$ cat src/hw/rtl/uart_pkg.sv
// Package for the 8N1 serial transceiver core.
// Holds the field widths, reset values, register indexes and receiver phase type.
// No dependencies.
package uart_pkg;

    localparam int BYTE_W            = 8;
    localparam int DATA_BITS_DEFAULT = 8;

    localparam int CPB_W     = 16;
    localparam int TIMEOUT_W = 32;
    localparam int CFG_W     = 32;
    localparam int CFG_IDX_W = 1;

    localparam logic [CPB_W-1:0]     CYCLES_PER_BIT_RESET = 16'd6076;
    localparam logic [TIMEOUT_W-1:0] TIMEOUT_RESET        = 32'hFFFF_FFFF;

    localparam logic [CFG_IDX_W-1:0] REG_CYCLES_PER_BIT = 1'b0;
    localparam logic [CFG_IDX_W-1:0] REG_TIMEOUT        = 1'b1;

    // Beat payload widths, padded to whole bytes.
    localparam int IN_DATA_W  = 16;
    localparam int OUT_DATA_W = 16;

    typedef enum logic [1:0] {
        RX_IDLE   = 2'd0,
        RX_WAIT   = 2'd1,
        RX_CENTER = 2'd2,
        RX_DATA   = 2'd3
    } rx_phase_t;

endpackage

$ cat src/hw/rtl/uart_8n1_transceiver_core.sv
// 8N1 serial transmitter and receiver, one input beat per clock tick of the line.
// Depends on uart_pkg.
//
// Each input beat is one tick of the serial line: it carries the sampled receive
// level, a send request with its byte and a receive request, and produces exactly
// one output beat with the transmit level, busy flags and any received byte or
// start-bit timeout. The core takes one beat every clock cycle while s_tready is high;
// the result appears on the master side in the cycle after acceptance, held in an output register, and
// s_tready only drops when that register is full and m_tready is low. Frames are
// one start bit, DATA_BITS data bits LSB first and one stop bit, each lasting
// cycles_per_bit beats (0 acts as 1). The receiver samples each data bit at its
// center and does not check the stop bit. Configuration writes take effect at once.
module uart_8n1_transceiver_core
    import uart_pkg::*;
#(
    parameter int DATA_BITS = DATA_BITS_DEFAULT
)(
    input  logic                  clk,
    input  logic                  rst_n,
    // Input beat, tdata from bit 0: rx_level, send_request, send_byte[7:0],
    // receive_request, zero padding.
    input  logic                  s_tvalid,
    output logic                  s_tready,
    input  logic [IN_DATA_W-1:0]  s_tdata,
    // Result beat, tdata from bit 0: tx_level, tx_busy, rx_valid, rx_byte[7:0],
    // rx_timeout, rx_busy, zero padding.
    output logic                  m_tvalid,
    input  logic                  m_tready,
    output logic [OUT_DATA_W-1:0] m_tdata,
    input  logic                  cfg_we,
    input  logic [CFG_IDX_W-1:0]  cfg_index,
    input  logic [CFG_W-1:0]      cfg_data
);

    localparam int WIDE_W    = (DATA_BITS > BYTE_W) ? DATA_BITS : BYTE_W;
    localparam int TX_IDX_W  = $clog2(DATA_BITS + 2);
    localparam int SEL_W     = $clog2(DATA_BITS);
    localparam logic [TX_IDX_W-1:0] TX_STOP_IDX = TX_IDX_W'(DATA_BITS + 1);
    localparam logic [TX_IDX_W-1:0] TX_LAST_DATA = TX_IDX_W'(DATA_BITS);
    localparam logic [SEL_W-1:0]    RX_LAST_IDX = SEL_W'(DATA_BITS - 1);

    // Configuration registers.
    logic [CPB_W-1:0]     cycles_per_bit_reg;
    logic [TIMEOUT_W-1:0] timeout_cycles_reg;

    // Transmitter state.
    logic [DATA_BITS-1:0] tx_shift_reg, tx_shift_next;
    logic [TX_IDX_W-1:0]  tx_bit_index_reg, tx_bit_index_next;
    logic [CPB_W-1:0]     tx_cycle_count_reg, tx_cycle_count_next;
    logic                 tx_active_reg, tx_active_next;

    // Receiver state.
    rx_phase_t            rx_phase_reg, rx_phase_next;
    logic [DATA_BITS-1:0] rx_shift_reg, rx_shift_next;
    logic [SEL_W-1:0]     rx_bit_index_reg, rx_bit_index_next;
    logic [CPB_W-1:0]     rx_cycle_count_reg, rx_cycle_count_next;
    logic [TIMEOUT_W-1:0] rx_wait_count_reg, rx_wait_count_next;

    // Output register.
    logic                  out_valid_reg;
    logic [OUT_DATA_W-1:0] m_tdata_reg, m_tdata_next;

    // Input fields.
    logic              rx_level;
    logic              send_request;
    logic [BYTE_W-1:0] send_byte;
    logic              receive_request;
    logic              accept;

    assign rx_level        = s_tdata[0];
    assign send_request    = s_tdata[1];
    assign send_byte       = s_tdata[9:2];
    assign receive_request = s_tdata[10];

    assign s_tready = !out_valid_reg || m_tready;
    assign accept   = s_tvalid && s_tready;
    assign m_tvalid = out_valid_reg;
    assign m_tdata  = m_tdata_reg;

    logic [CPB_W-1:0] cpb;
    logic [CPB_W-1:0] cpb_half;
    assign cpb      = (cycles_per_bit_reg == '0) ? CPB_W'(1) : cycles_per_bit_reg;
    assign cpb_half = cpb >> 1;

    // ---------------- Transmitter ----------------
    logic                 tx_start;
    logic                 tx_active_cur;
    logic [DATA_BITS-1:0] tx_shift_cur;
    logic [TX_IDX_W-1:0]  tx_idx_cur;
    logic [CPB_W-1:0]     tx_cnt_cur;
    logic [CPB_W:0]       tx_cnt_inc;
    logic [TX_IDX_W-1:0]  tx_data_pos;
    logic [WIDE_W-1:0]    send_wide;
    logic                 tx_level;
    logic                 tx_busy;

    assign send_wide     = WIDE_W'(send_byte);
    assign tx_start      = !tx_active_reg && send_request;
    assign tx_active_cur = tx_active_reg || send_request;
    assign tx_shift_cur  = tx_start ? send_wide[DATA_BITS-1:0] : tx_shift_reg;
    assign tx_idx_cur    = tx_start ? '0 : tx_bit_index_reg;
    assign tx_cnt_cur    = tx_start ? '0 : tx_cycle_count_reg;
    assign tx_cnt_inc    = {1'b0, tx_cnt_cur} + (CPB_W+1)'(1);
    assign tx_data_pos   = tx_idx_cur - TX_IDX_W'(1);

    always_comb
    begin
        tx_shift_next       = tx_shift_cur;
        tx_bit_index_next   = tx_idx_cur;
        tx_cycle_count_next = tx_cnt_cur;
        tx_active_next      = tx_active_cur;
        tx_level            = 1'b1;
        tx_busy             = 1'b0;
        if (tx_active_cur)
        begin
            tx_busy = 1'b1;
            if (tx_idx_cur == '0)
                tx_level = 1'b0;
            else if (tx_idx_cur <= TX_LAST_DATA)
                tx_level = tx_shift_cur[tx_data_pos[SEL_W-1:0]];
            else
                tx_level = 1'b1;

            if (tx_cnt_inc >= {1'b0, cpb})
            begin
                tx_cycle_count_next = '0;
                if (tx_idx_cur == TX_STOP_IDX)
                begin
                    tx_active_next    = 1'b0;
                    tx_bit_index_next = '0;
                end
                else
                begin
                    tx_bit_index_next = tx_idx_cur + TX_IDX_W'(1);
                end
            end
            else
            begin
                tx_cycle_count_next = tx_cnt_inc[CPB_W-1:0];
            end
        end
    end

    // ---------------- Receiver ----------------
    rx_phase_t            rx_phase_cur;
    logic [TIMEOUT_W-1:0] rx_wait_cur;
    logic [CPB_W:0]       rx_cnt_inc;
    logic                 rx_center_hit;
    logic                 rx_bit_hit;
    logic                 rx_wait_expired;
    logic [DATA_BITS-1:0] rx_shift_sampled;
    logic [WIDE_W-1:0]    rx_wide;
    logic                 rx_valid;
    logic [BYTE_W-1:0]    rx_byte;
    logic                 rx_timeout;
    logic                 rx_busy;

    assign rx_phase_cur    = (rx_phase_reg == RX_IDLE && receive_request) ? RX_WAIT
                                                                          : rx_phase_reg;
    assign rx_wait_cur     = (rx_phase_reg == RX_IDLE) ? '0 : rx_wait_count_reg;
    assign rx_cnt_inc      = {1'b0, rx_cycle_count_reg} + (CPB_W+1)'(1);
    assign rx_center_hit   = rx_cnt_inc >= {1'b0, cpb_half};
    assign rx_bit_hit      = rx_cnt_inc >= {1'b0, cpb};
    assign rx_wait_expired = rx_wait_cur >= timeout_cycles_reg;

    always_comb
    begin
        rx_shift_sampled                   = rx_shift_reg;
        rx_shift_sampled[rx_bit_index_reg] = rx_shift_reg[rx_bit_index_reg] | rx_level;
    end

    // Next-state logic.
    always_comb
    begin
        rx_phase_next       = rx_phase_cur;
        rx_shift_next       = rx_shift_reg;
        rx_bit_index_next   = rx_bit_index_reg;
        rx_cycle_count_next = rx_cycle_count_reg;
        rx_wait_count_next  = rx_wait_cur;
        case (rx_phase_cur)
            RX_WAIT:
            begin
                if (!rx_level)
                begin
                    rx_shift_next       = '0;
                    rx_bit_index_next   = '0;
                    rx_cycle_count_next = '0;
                    rx_phase_next       = (cpb_half == '0) ? RX_DATA : RX_CENTER;
                end
                else if (rx_wait_expired)
                begin
                    rx_phase_next = RX_IDLE;
                end
                else
                begin
                    rx_wait_count_next = rx_wait_cur + TIMEOUT_W'(1);
                end
            end
            RX_CENTER:
            begin
                if (rx_center_hit)
                begin
                    rx_cycle_count_next = '0;
                    rx_phase_next       = RX_DATA;
                end
                else
                begin
                    rx_cycle_count_next = rx_cnt_inc[CPB_W-1:0];
                end
            end
            RX_DATA:
            begin
                if (rx_bit_hit)
                begin
                    rx_cycle_count_next = '0;
                    rx_shift_next       = rx_shift_sampled;
                    if (rx_bit_index_reg == RX_LAST_IDX)
                    begin
                        rx_phase_next     = RX_IDLE;
                        rx_bit_index_next = '0;
                    end
                    else
                    begin
                        rx_bit_index_next = rx_bit_index_reg + SEL_W'(1);
                    end
                end
                else
                begin
                    rx_cycle_count_next = rx_cnt_inc[CPB_W-1:0];
                end
            end
            default:
            begin
                rx_phase_next = RX_IDLE;
            end
        endcase
    end

    assign rx_wide = WIDE_W'(rx_shift_sampled);

    // Output logic.
    always_comb
    begin
        rx_busy    = (rx_phase_cur != RX_IDLE);
        rx_timeout = 1'b0;
        rx_valid   = 1'b0;
        rx_byte    = '0;
        case (rx_phase_cur)
            RX_WAIT:
            begin
                rx_timeout = rx_level && rx_wait_expired;
            end
            RX_DATA:
            begin
                if (rx_bit_hit && rx_bit_index_reg == RX_LAST_IDX)
                begin
                    rx_valid = 1'b1;
                    rx_byte  = rx_wide[BYTE_W-1:0];
                end
            end
            default:
            begin
                rx_timeout = 1'b0;
            end
        endcase
    end

    assign m_tdata_next = OUT_DATA_W'({rx_busy, rx_timeout, rx_byte,
                                       rx_valid, tx_busy, tx_level});

    // ---------------- Registers ----------------
    always_ff @(posedge clk or negedge rst_n)
    begin
        if (!rst_n)
        begin
            cycles_per_bit_reg <= CYCLES_PER_BIT_RESET;
            timeout_cycles_reg <= TIMEOUT_RESET;
        end
        else if (cfg_we)
        begin
            case (cfg_index)
                REG_CYCLES_PER_BIT: cycles_per_bit_reg <= cfg_data[CPB_W-1:0];
                REG_TIMEOUT:        timeout_cycles_reg <= cfg_data[TIMEOUT_W-1:0];
                default:            cycles_per_bit_reg <= cycles_per_bit_reg;
            endcase
        end
    end

    always_ff @(posedge clk or negedge rst_n)
    begin
        if (!rst_n)
        begin
            tx_shift_reg       <= '0;
            tx_bit_index_reg   <= '0;
            tx_cycle_count_reg <= '0;
            tx_active_reg      <= 1'b0;
            rx_phase_reg       <= RX_IDLE;
            rx_shift_reg       <= '0;
            rx_bit_index_reg   <= '0;
            rx_cycle_count_reg <= '0;
            rx_wait_count_reg  <= '0;
        end
        else if (accept)
        begin
            tx_shift_reg       <= tx_shift_next;
            tx_bit_index_reg   <= tx_bit_index_next;
            tx_cycle_count_reg <= tx_cycle_count_next;
            tx_active_reg      <= tx_active_next;
            rx_phase_reg       <= rx_phase_next;
            rx_shift_reg       <= rx_shift_next;
            rx_bit_index_reg   <= rx_bit_index_next;
            rx_cycle_count_reg <= rx_cycle_count_next;
            rx_wait_count_reg  <= rx_wait_count_next;
        end
    end

    always_ff @(posedge clk or negedge rst_n)
    begin
        if (!rst_n)
            out_valid_reg <= 1'b0;
        else if (accept)
            out_valid_reg <= 1'b1;
        else if (m_tready)
            out_valid_reg <= 1'b0;
    end

    always_ff @(posedge clk)
    begin
        if (accept)
            m_tdata_reg <= m_tdata_next;
    end

endmodule
$ cat config.mk
export PLATFORM = sky130hd
export DESIGN_NAME = uart_8n1_transceiver_core
export DESIGN_NICKNAME = d
export VERILOG_FILES = /design/src/hw/rtl/uart_pkg.sv /design/src/hw/rtl/uart_8n1_transceiver_core.sv
export SDC_FILE = /design/constraint.sdc
export NUM_CORES = 1
export LEC_CHECK = 0
export BUFFER_PORTS_ARGS = -buffer_cell sky130_fd_sc_hd__buf_2
export CAP_MARGIN = 20
export CORE_ASPECT_RATIO = 0.8
export CORE_UTILIZATION = 30
export DETAILED_ROUTE_END_ITERATION = 16
export HOLD_SLACK_MARGIN = 0.06
export SLEW_MARGIN = 10
export SYNTH_ARGS = -nofsm -noshare
export SYNTH_HDL_FRONTEND = slang
export SYNTH_SLANG_ARGS = --single-unit
$ cat constraint.sdc
create_clock -name clk -period 11.3 [get_ports clk]
set_clock_uncertainty 0.1 [all_clocks]
set_input_delay 2.26 -clock clk [delete_from_list [all_inputs] [get_ports clk]]
set_output_delay 2.26 -clock clk [all_outputs]
set_load 0.05 [all_outputs]
# == After elaboration in Yosys (flattened, before gate mapping) ==
# Index checks and enable logic that the tools add are counted.
# totals
ram_bits,0
reg_bits,152
memories,0
mem_bits_ro,0
latchBits,0
inputBits,54
# classes
n_mux,48
n_eq_ne,7
shift,0
n_addsub,6
bitwise,2
order_cmp,8
div,0
multipliers,0
reduce_logical,23
# op_table
op,count
$mux 32,4
$mux 16,7
$pmux 16 s3,1
$add 16x1->17 const B,2
$ge 17x16->1,2
$add 32x1->32 const B,1
$ge 32x32->1,1
$logic_not 16->1,2
$mux 8,3
$ge 17x15->1,1
$mux 4,4
$pmux 8 s2,1
$mux 1,13
$mux 2,6
$mux 3,3
$bwmux 8,1
$lt 3x4->1 const B,2
$bmux 1 s3,2
$logic_and 1x1->1,6
$pmux 2 s3,1
$pmux 3 s2,1
$reduce_and 2->1,3
$reduce_bool 2->1,3
$add 4x1->4 const B,1
19 further kinds,23

# == Longest topological paths before layout ==
# Gate-level depths: netlist of run 1.
# depth
ltp_word,8
depth_mapped,19
depth_no_buf,17

# == Worst setup path before layout of run 1 ==
# Ideal clock, no wire load.
# synth_path
path_type,input port to flip-flop
start,input port s_tdata[1]
end,register tx_bit_index_reg[1]
required_time_ns,11.070
arrival_ns,5.214
setup_ns,0.130
path_stages,17
slack_ns,5.856
path_cell_list,nand2b_1 clkbuf_1 and2_1 ha_1 nand4_1 nor3_1 and4_1 xnor2_1 nor2_1 ha_1 a21oi_1 nor2b_1 a311oi_1 o21ai_2 buf_2 a32oi_1 o21ai_0
# synth_via
elab_chain_cells,6
elab_cells_between_ends,11
# synth_lines
element,line_no,text
from (decl),uart_8n1_transceiver_core.sv:24,"input logic [IN_DATA_W-1:0] s_tdata,"
$logic_and 1x1->1,uart_8n1_transceiver_core.sv:98,assign tx_start = !tx_active_reg && send_request;
$mux 16 / $mux 4 (equally long branches),"uart_8n1_transceiver_core.sv:102, uart_8n1_transceiver_core.sv:101",
$add 16x1->17 (tied with other cells),uart_8n1_transceiver_core.sv:103,"assign tx_cnt_inc = {1'b0, tx_cnt_cur} + (CPB_W+1)'(1);"
$ge 17x16->1 / $mux 4 (equally long branches),"uart_8n1_transceiver_core.sv:124, uart_8n1_transceiver_core.sv:127",
$mux 4,uart_8n1_transceiver_core.sv:124,"if (tx_cnt_inc >= {1'b0, cpb})"
$mux 4 (*),uart_8n1_transceiver_core.sv:114,if (tx_active_cur)
to (signal assigned),uart_8n1_transceiver_core.sv:306,tx_bit_index_reg <= tx_bit_index_next;
to (decl),uart_8n1_transceiver_core.sv:48,"logic [TX_IDX_W-1:0] tx_bit_index_reg, tx_bit_index_next;"
# Every way passes the cells marked *; elsewhere a longest branch is shown, timed or not.
# A chain may end at the register's enable or synchronous reset.

# == Worst setup path after layout of run 1 ==
# layout_path
start,input port s_tdata[1]
end,register tx_cycle_count_reg[15]
# layout_via
elab_chain_cells,6
elab_cells_between_ends,7
# layout_lines
element,line_no,text
$logic_and 1x1->1,uart_8n1_transceiver_core.sv:98,
$mux 16,uart_8n1_transceiver_core.sv:102,assign tx_cnt_cur = tx_start ? '0 : tx_cycle_count_reg;
$add 16x1->17,uart_8n1_transceiver_core.sv:103,
$ge 17x16->1,uart_8n1_transceiver_core.sv:124,
$mux 16,uart_8n1_transceiver_core.sv:124,
$mux 16 (*),uart_8n1_transceiver_core.sv:114,
to (signal assigned),uart_8n1_transceiver_core.sv:307,tx_cycle_count_reg <= tx_cycle_count_next;
to (decl),uart_8n1_transceiver_core.sv:49,"logic [CPB_W-1:0] tx_cycle_count_reg, tx_cycle_count_next;"
# Marked as above.

==> summary.txt, run 1 <==
Placement
  • DP HPWL: 16600 um
  • Placer congestion estimate: 0.852
  • DP Cell Count: 1491
  • Port bufs: 63

Logic synthesis
  • Register bit total from synthesis: 152
  • Most used DFF post-synth: dfrtp_1
  • Mapped Area: 9670 um^2
  • Number of synthesized flops with an enable pin: 13
  • Register area share after synthesis: 40.5%
  • Ys Warns: 0
  • Synth Instances: 1043
  • Yosys cell types: 73
  • Avg Synthesized Cell Area: 9.27 um^2
  • Asr flop ratio synth: 91.4%

Clock tree
  • Post-cts resize count: 0
  • Post-CTS Hold Fix Bufs: 0
  • CTS buffer count: 17
  • CTS tree: built
  • Clock root cell: clkbuf_16
  • Max H-tree Level: 4
  • Clk sinks: 152
  • Clock Path Buffers: 2
  • Skew-Pair Late Insertion Delay: 430 ps
  • Post-CTS Setup Inserts: 0
  • Reg clk slew, reported paths: 60 ps

Timing
  • # setup viols final: 0
  • Unrepaired setup endpoints after global routing: false
  • Setup TNS: 0 ps
  • Final Max Slew Viols: 0
  • Fin crit share: 52.2%
  • Final min period: 5900 ps
  • Fmax achieved: 169 MHz
  • Relative slew slack: 30.6%
  • Worst-Margin Slew: 1040 ps
  • Hold violation total from the final report: 0

GRT
  • GR Util All Layers: 14.8%
  • Largest net degree at the start of global routing: 78
  • Number of global-route vias before repair: 7429
  • First-pass GRT wire length: 38700 um
  • Global route overflow: 0
  • Initial antenna violation count: 0

Die
  • Total core area: 31600 um^2
  • Row count: 58
  • Die height: 163 um
  • Die width: 203 um
  • DIE AREA: 33000 um^2
  • Top Ports: 72
  • Initial Util: 30.6%

Power
  • Pwr/cell area: 148 nW/um^2
  • Max IR drop VDD: 0.0999 mV
  • Total power: 1.64 mW
  • P_leak: 4.97 nW

Layout
  • N_diodes: 0
  • Non-Filler Instances: 1525
  • Commonest non-fill, non-tap cells in the layout: nand2_1, dfrtp_1, ha_1
  • Nets: 1233
  • Syn-to-layout area delta: 14.3%
  • Most common cell after layout, fill and taps aside: nand2_1
  • Proportion of layout cells with a drive suffix above 1: 18.2%
  • FF+latch area: 3920 um^2
  • Fill cells: 3243
  • Area of the multi-input gates: 5310 um^2

Detailed routing
  • Drt via density: 4.98
  • DRC Markers: 0
  • Via count: 7591
  • DR WL/cell: 15.3 um
  • Final WL: 23300 um
  • Routed Antenna Nets: 0
  • DRT Pass-1 Iters: 5
  • Initial DRC Count: 561

Worst setup path
  • Worst Setup End Kind: flip-flop
  • Crit path required time: 11520 ps
  • Worst setup SP type: input pin
  • Critical path class: in -> reg
  • Crit path max fanout: 25
  • Worst path slowest cell: o21ai_2
  • CP peak stage delay: 810 ps
  • CP arrival: 6120 ps
  • Ordered cell list for the critical path: buf_2 > nand2b_1 > and2_1 > ha_1 > nand4_1 > nor2_1 > and3_1 > xnor2_1 > nor2_1 > ha_1 > a21o_1 > a21o_1 > a21oi_1 > nand2_1 > nand4_1 > o21ai_2 > o21ai_0 > a21o_1
  • Most frequent CP cell: a21o_1

Status
  • Run status: completed

Job
  • Total of max-cap violations: 0

Hold path
  • Worst min-delay path class: reg -> reg
layout make-up:
cell class	instances	area share, %
inverters	71	2.41
clock buffers	20	3.95
repair buffers	69	3.57
well taps	420	4.75
flip-flops and latches	152	35.5
multi-input cells	781	48.0
clock inverters	12	1.84
cells in the mapped netlist, drive strengths merged (3+ instances only):
library cell | number | area share [%]
xnor2 | 35 | 3.2
or3 | 6 | 0.39
a21oi | 43 | 2.2
o31ai | 5 | 0.39
dfstp | 41 | 11
mux2i | 11 | 1.1
o21ai | 67 | 3.6
o41ai | 10 | 0.91
xor2 | 15 | 1.4
nor3 | 26 | 1.4
edfxtp | 13 | 4.0
nand4 | 25 | 1.8
and2 | 29 | 1.9
ha | 87 | 11
nor4 | 7 | 0.52
inv | 69 | 2.7
a211oi | 13 | 1.0
a311oi | 3 | 0.27
nor2 | 64 | 2.6
a21o | 16 | 1.3
mux2 | 42 | 4.9
buf | 18 | 1.0
clkbuf | 23 | 0.89
nand3 | 29 | 1.6
or2 | 7 | 0.45
nand2 | 159 | 6.2
nor2b | 13 | 0.84
o211ai | 3 | 0.23
dfrtp | 98 | 25
and4 | 6 | 0.57
nand2b | 16 | 1.0
and3 | 9 | 0.58
power breakdown:
part / switching, mW / total [mW] / internal [mW]
clock: 0.231 / 0.641 / 0.410
combinational: 0.187 / 0.324 / 0.137
sequential: 0.0536 / 0.671 / 0.618
logic make-up after synthesis:
kind of cell,count (synthesis),share of synthesized area [%]
buffers and inverters,112,4.68
AO/OA/AOI/OAI,182,11.9
adder cells (fa/ha/maj),89,11.5
flip-flops,152,40.5
AND/OR/NAND/NOR,402,20.3
XOR/XNOR,51,4.76
multiplexers,54,6.26
other,1,0.0388
per-stage QoR:
stage	utilization, %	cell area [um^2]	setup slack, ps	hold slack [ps]
floorplan	-	9680	5860	354
global placement	32.9	10400	5040	385
detailed placement	32.9	10400	4940	394
CTS	34.9	11000	5400	409
global route	35.0	11100	5000	420
finish	35.0	11100	5400	405
critical path, delay by kind of cell:
| kind | cells | cell delay (ps) |
|---|---|---|
| AOI/OAI and AO/OA | 6 | 1510 |
| xor gates and xnor gates | 1 | 140 |
| adders and majority gates | 2 | 540 |
| buffers and inverters | 1 | 120 |
| and+or+nand+nor | 8 | 1540 |
worst paths after layout:
check                                                 start                                 end  slack [ps]  cells past startpoint
min in group asynchronous                             rst_n         rx_shift_reg[2]$_DFFE_PN0P_        1770                      1
worst min register to register  tx_shift_reg[3]$_DFFE_PN0P_         tx_shift_reg[3]$_DFFE_PN0P_         410                      1
worst max-delay path                             s_tdata[1]  tx_cycle_count_reg[15]$_DFFE_PN0P_        5400                     18
worst min-delay path            tx_shift_reg[3]$_DFFE_PN0P_         tx_shift_reg[3]$_DFFE_PN0P_         410                      1
max in group asynchronous                             rst_n   cycles_per_bit_reg[0]$_DFFE_PN0P_        8020                      2
worst max register to register  rx_phase_reg[1]$_DFFE_PN0P_   rx_wait_count_reg[26]$_DFFE_PN0P_        6340                     11
routing by layer:
metal | routed length, um | GRT usage, %
met5 | 0 | 0
met4 | 121 | 2.94
met1 | 12100 | 21.9
met2 | 9780 | 21.8
met3 | 1350 | 3.54
Note: power is estimated with default switching activity, not from simulation.
==> inputs of run 2 (changes only) <==
Clock period 11.3 ns to 6 ns, I/O delays scaled along.
==> summary.txt, run 2 (synthesis results as in run 1) <==
Clock tree
  • Skew-Pair Late Insertion Delay: 430 ps
  • CTS buffer count: 17
  • Clock Path Buffers: 2
  • Reg clk slew, reported paths: 60 ps
  • Clock root cell: clkbuf_16
  • Post-CTS Hold Fix Bufs: 0
  • Max H-tree Level: 4
  • CTS tree: built
  • Post-CTS Setup Inserts: 0
  • Clk sinks: 152
  • Post-cts resize count: 0

Timing
  • Final Max Slew Viols: 0
  • Final min period: 4850 ps
  • Unrepaired setup endpoints after global routing: false
  • Fin crit share: 80.8%
  • Fmax achieved: 206 MHz
  • Setup TNS: 0 ps
  • Hold violation total from the final report: 0
  • # setup viols final: 0
  • Relative slew slack: 37.0%
  • Tightest hold margin: 401 ps
  • Worst-Margin Slew: 938 ps

Worst setup path
  • Reg-to-reg endpoint: rx_wait_count_reg[22]$_DFFE_PN0P_
  • R2R depth: 11
  • CP peak stage delay: 710 ps
  • Critical path class: reg -> reg
  • Most frequent CP cell: o21ai_0
  • Buf+Inv Stages, Crit Path: 0
  • Worst Setup End Kind: flip-flop
  • CP arrival: 5100 ps
  • FF-to-FF setup slack: 1150 ps
  • Worst setup SP type: flip-flop
  • RR Startpoint: rx_phase_reg[0]$_DFFE_PN0P_
  • Crit path max fanout: 27
  • Delay-heaviest family, CP: simple AND/OR/NAND/NOR gates
  • Worst path slowest cell: or2_1
  • Crit path required time: 6250 ps
  • Ordered cell list for the critical path: or2_1 > and2_1 > ha_1 > a21oi_1 > o21ai_0 > a221oi_1 > o21ai_0 > o21ai_2 > nand4_1 > nor3_1 > xnor2_1
  • Crit path launch: rx_phase_reg[0]$_DFFE_PN0P_

Layout
  • Commonest non-fill, non-tap cells in the layout: nand2_1, dfrtp_1, ha_1
  • Most common cell after layout, fill and taps aside: nand2_1
  • Nets: 1238
  • Area of the multi-input gates: 5310 um^2
  • Syn-to-layout area delta: 14.5%
  • Fill cells: 3242
  • Proportion of layout cells with a drive suffix above 1: 19.2%
  • FF+latch area: 3920 um^2
  • Non-Filler Instances: 1530
  • N_diodes: 0

Die
  • Row count: 58
  • Total core area: 31600 um^2
  • Die width: 203 um
  • Top Ports: 72
  • Initial Util: 30.6%
  • DIE AREA: 33000 um^2
  • Die height: 163 um

Detailed routing
  • Highest metal used: met4
  • Final WL: 23300 um
  • Met2 wire length: 9750 um
  • Drt via density: 4.97
  • DRT Pass-1 Iters: 5
  • Routed Antenna Nets: 0
  • DRC Markers: 0
  • DRT met1 WL: 12000 um
  • DR WL/cell: 15.2 um
  • Initial DRC Count: 581
  • Via count: 7611
  • Met3 WL: 1240 um

Hold path
  • Hold path start: rx_shift_reg[5]$_DFFE_PN0P_
  • Worst min-delay path class: reg -> reg
  • Hold Path Cell Cnt: 2
  • Hold worst-path end: rx_shift_reg[5]$_DFFE_PN0P_

Power
  • Pwr/cell area: 275 nW/um^2
  • Max IR drop VDD: 0.212 mV
  • P_leak: 4.99 nW

Job
  • Total of max-cap violations: 0

GRT
  • Number of global-route vias before repair: 7362
  • Initial antenna violation count: 0
  • Global route overflow: 0
  • First-pass GRT wire length: 38600 um
  • GR Util All Layers: 14.8%
  • Largest net degree at the start of global routing: 96

Placement
  • Port bufs: 63
  • DP Cell Count: 1497
  • Placer congestion estimate: 0.846
  • DP HPWL: 16700 um

Status
  • Run status: completed
-- run 2: cell types whose count changed in the layout (fill, tap and decap cells not counted), moves of 2 or more --
cell | previous run | this run
clkbuf_16 | 17 | 21
clkbuf_1 | 3 | 1
buf_4 | 4 | 10
bufinv_16 | 6 | 2
clkinv_1 | 7 | 2
clkinv_2 | 1 | 4
-- run 2: cell type report --
cell class / instances / area share [%]
inverter: 71 / 2.41
multi-input combinational: 781 / 47.9
clock inverter: 9 / 0.926
timing repair buffer: 74 / 3.72
tap: 420 / 4.74
clock buffer: 23 / 4.90
sequential: 152 / 35.4
-- run 2: per-stage QoR --
| stage | worst slack [ps] | util (%) | power (mW) | cell area, um^2 |
|---|---|---|---|---|
| 3_3_place_gp | 1270 | 33.0 | 1.87 | 10400 |
| 2_1_floorplan | 1620 | - | 1.71 | 9680 |
| 6_report | 1150 | 35.1 | 3.05 | 11100 |
| 5_1_grt | 859 | 35.1 | 3.22 | 11100 |
| 4_1_cts | 1190 | 35.0 | 3.08 | 11100 |
| 3_5_place_dp | 1230 | 33.0 | 1.89 | 10400 |
-- run 2: power breakdown --
group | switching [mW] | internal (mW) | leakage, nW | total [mW]
registers | 0.0994 | 1.16 | 1.85 | 1.26
clock network | 0.450 | 0.722 | 0.320 | 1.17
logic | 0.353 | 0.258 | 2.82 | 0.611
-- run 2: worst register-to-register path, cell delays in order, from the launching register on --
cell	delay, ps
dfrtp_1	690
or2_1	710
and2_1	230
ha_1	240
a21oi_1	130
o21ai_0	110
a221oi_1	610
o21ai_0	230
o21ai_2	430
nand4_1	680
nor3_1	460
xnor2_1	160
-- run 2: worst max path at each step --
stage,endpoint,depth (start not counted)
5_1_grt,rx_wait_count_reg[26]$_DFFE_PN0P_,11
6_report,rx_wait_count_reg[22]$_DFFE_PN0P_,11
4_1_cts,rx_wait_count_reg[26]$_DFFE_PN0P_,11
3_3_place_gp,tx_bit_index_reg[0]$_DFFE_PN0P_,19
2_1_floorplan,tx_bit_index_reg[1]$_DFFE_PN0P_,17
3_5_place_dp,rx_wait_count_reg[22]$_DFFE_PN0P_,11
-- run 2: per-layer routing --
| layer | vias up | GRT usage, % |
|---|---|---|
| li1 | 3750 | - |
| met1 | 3664 | 22.3 |
| met2 | 176 | 21.5 |
| met3 | 21 | 2.78 |
| met4 | 0 | 3.96 |
| met5 | - | 0 |
==> inputs of run 3 (changes only) <==
Clock period 6 ns to 4.9 ns, I/O delays scaled along.
==> summary.txt, run 3 (synthesis results as in run 1) <==
Hold path
  • Hold Path Cell Cnt: 1
  • Worst min-delay path class: reg -> reg
  • Hold path start: tx_shift_reg[7]$_DFFE_PN0P_

Layout
  • Syn-to-layout area delta: 14.7%
  • FF+latch area: 3920 um^2
  • Area of the multi-input gates: 5310 um^2
  • Fill cells: 3203
  • Commonest non-fill, non-tap cells in the layout: nand2_1, dfrtp_1, ha_1
  • Nets: 1242
  • N_diodes: 0
  • Proportion of layout cells with a drive suffix above 1: 19.2%
  • Most common cell after layout, fill and taps aside: nand2_1

Clock tree
  • Post-cts resize count: 0
  • Reg clk slew, reported paths: 60 ps
  • Post-CTS Setup Inserts: 0
  • Post-CTS Hold Fix Bufs: 0
  • Clock Path Buffers: 2
  • Clk sinks: 152
  • Max H-tree Level: 4
  • Skew-Pair Late Insertion Delay: 430 ps
  • CTS tree: built
  • CTS buffer count: 17
  • Clock root cell: clkbuf_16

Worst setup path
  • CP peak stage delay: 800 ps
  • Worst path slowest cell: o21ai_2
  • Most frequent CP cell: a21o_1
  • Crit path launch: s_tdata[1]
  • Crit path max fanout: 25
  • Crit path depth: 18
  • Worst Setup End Kind: flip-flop
  • Crit path required time: 5120 ps
  • CP arrival: 4440 ps
  • Critical path class: in -> reg
  • RR Startpoint: rx_phase_reg[1]$_DFFE_PN0P_
  • Delay-heaviest family, CP: compound AO/OA/AOI/OAI gates
  • Worst setup SP type: input pin
  • R2R depth: 12
  • Buf+Inv Stages, Crit Path: 1
  • Ordered cell list for the critical path: buf_2 > nand2b_1 > and2_1 > ha_1 > nand4_1 > nor2_1 > and3_1 > xnor2_1 > nor2_1 > ha_1 > a21o_1 > a21o_1 > a21oi_1 > nand2_1 > nand4_1 > o21ai_2 > o21ai_0 > a21o_1

GRT
  • Initial antenna violation count: 0
  • Number of global-route vias before repair: 7362
  • First-pass GRT wire length: 38400 um
  • Global route overflow: 0
  • Largest net degree at the start of global routing: 90
  • GR Util All Layers: 14.7%

Timing
  • Fin crit share: 86.0%
  • Fmax achieved: 237 MHz
  • # setup viols final: 0
  • Final Max Slew Viols: 0
  • Final min period: 4220 ps
  • Worst-Margin Slew: 1030 ps
  • Setup WS post-layout: 684 ps
  • Setup TNS: 0 ps
  • Unrepaired setup endpoints after global routing: false
  • Relative slew slack: 31.6%
  • Hold violation total from the final report: 0

Power
  • Max IR drop VDD: 0.262 mV
  • Pwr/cell area: 332 nW/um^2
  • Total power: 3.68 mW
  • P_leak: 5.00 nW

Job
  • Total of max-cap violations: 0

Die
  • Die width: 203 um
  • Initial Util: 30.6%
  • Row count: 58
  • Top Ports: 72
  • DIE AREA: 33000 um^2
  • Die height: 163 um
  • Total core area: 31600 um^2

Detailed routing
  • Initial DRC Count: 609
  • DRC Markers: 0
  • Routed Antenna Nets: 0
  • Drt via density: 4.92
  • DR WL/cell: 15.2 um
  • DRT Pass-1 Iters: 5
  • Via count: 7549
  • Final WL: 23300 um

Placement
  • Port bufs: 63
  • Placer congestion estimate: 0.868
  • DP HPWL: 16700 um
  • Post-Place Setup Slack: 247 ps

Status
  • Run status: completed
run 3: cell count changes in the layout (fill, tap and decap cells not counted):
cell	before	now
buf_4	10	13
clkbuf_1	1	4
clkbuf_8	1	4
clkinv_2	4	1
clkbuf_16	21	19
buf_8	1	2
inv_6	1	0
run 3: worst reg2reg max path: cells and delay by family, from the launching register on:
family | cells | cell delay, ps
compound gates | 5 | 1360
flops | 1 | 380
xor+xnor | 1 | 170
simple gates | 4 | 1550
fa+ha+maj | 1 | 290
buf+inv | 1 | 260
run 3: final cells by class:
cell class	instances	area share [%]
Multi-Input combinational cell	781	47.8
Sequential cell	152	35.3
Inverter	71	2.40
Clock inverter	5	0.711
Clock buffer	27	4.92
Tap cell	420	4.74
Timing Repair Buffer	78	4.05
run 3: final timing paths:
| check | end | slack [ps] |
|---|---|---|
| hold reg to reg | tx_shift_reg[7]$_DFFE_PN0P_ | 400 |
| hold / removal | tx_shift_reg[7]$_DFFE_PN0P_ | 400 |
| max in group asynchronous | cycles_per_bit_reg[5]$_DFFE_PN1P_ | 3230 |
| min in group asynchronous | rx_shift_reg[4]$_DFFE_PN0P_ | 540 |
| setup / recovery | tx_cycle_count_reg[15]$_DFFE_PN0P_ | 680 |
| setup reg to reg | rx_wait_count_reg[23]$_DFFE_PN0P_ | 720 |
run 3: report_power, final:
part	internal, mW	total (mW)	switching, mW
sequential	1.42	1.55	0.122
clock	0.866	1.39	0.527
combinational	0.316	0.744	0.428
total	2.61	3.68	1.08
run 3: through the flow:
step / cell area, um^2 / util, % / hold WS (ps) / instances
5_1_grt: 11100 / 35.1 / 419 / 1534
3_3_place_gp: 10400 / 33.1 / 382 / 1500
3_5_place_dp: 10400 / 33.1 / 392 / 1500
2_1_floorplan: 9680 / - / 354 / 1045
6_report: 11100 / 35.1 / 402 / 1534
4_1_cts: 11100 / 35.0 / 406 / 1532
run 3: per-layer routing:
metal	vias to the layer above	share of wire [%]	global-route usage (%)
met5	-	0	0
met4	0	0.95	2.94
met3	14	4.4	3.44
met2	150	42	21.7
met1	3628	52	21.6
li1	3757	-	-
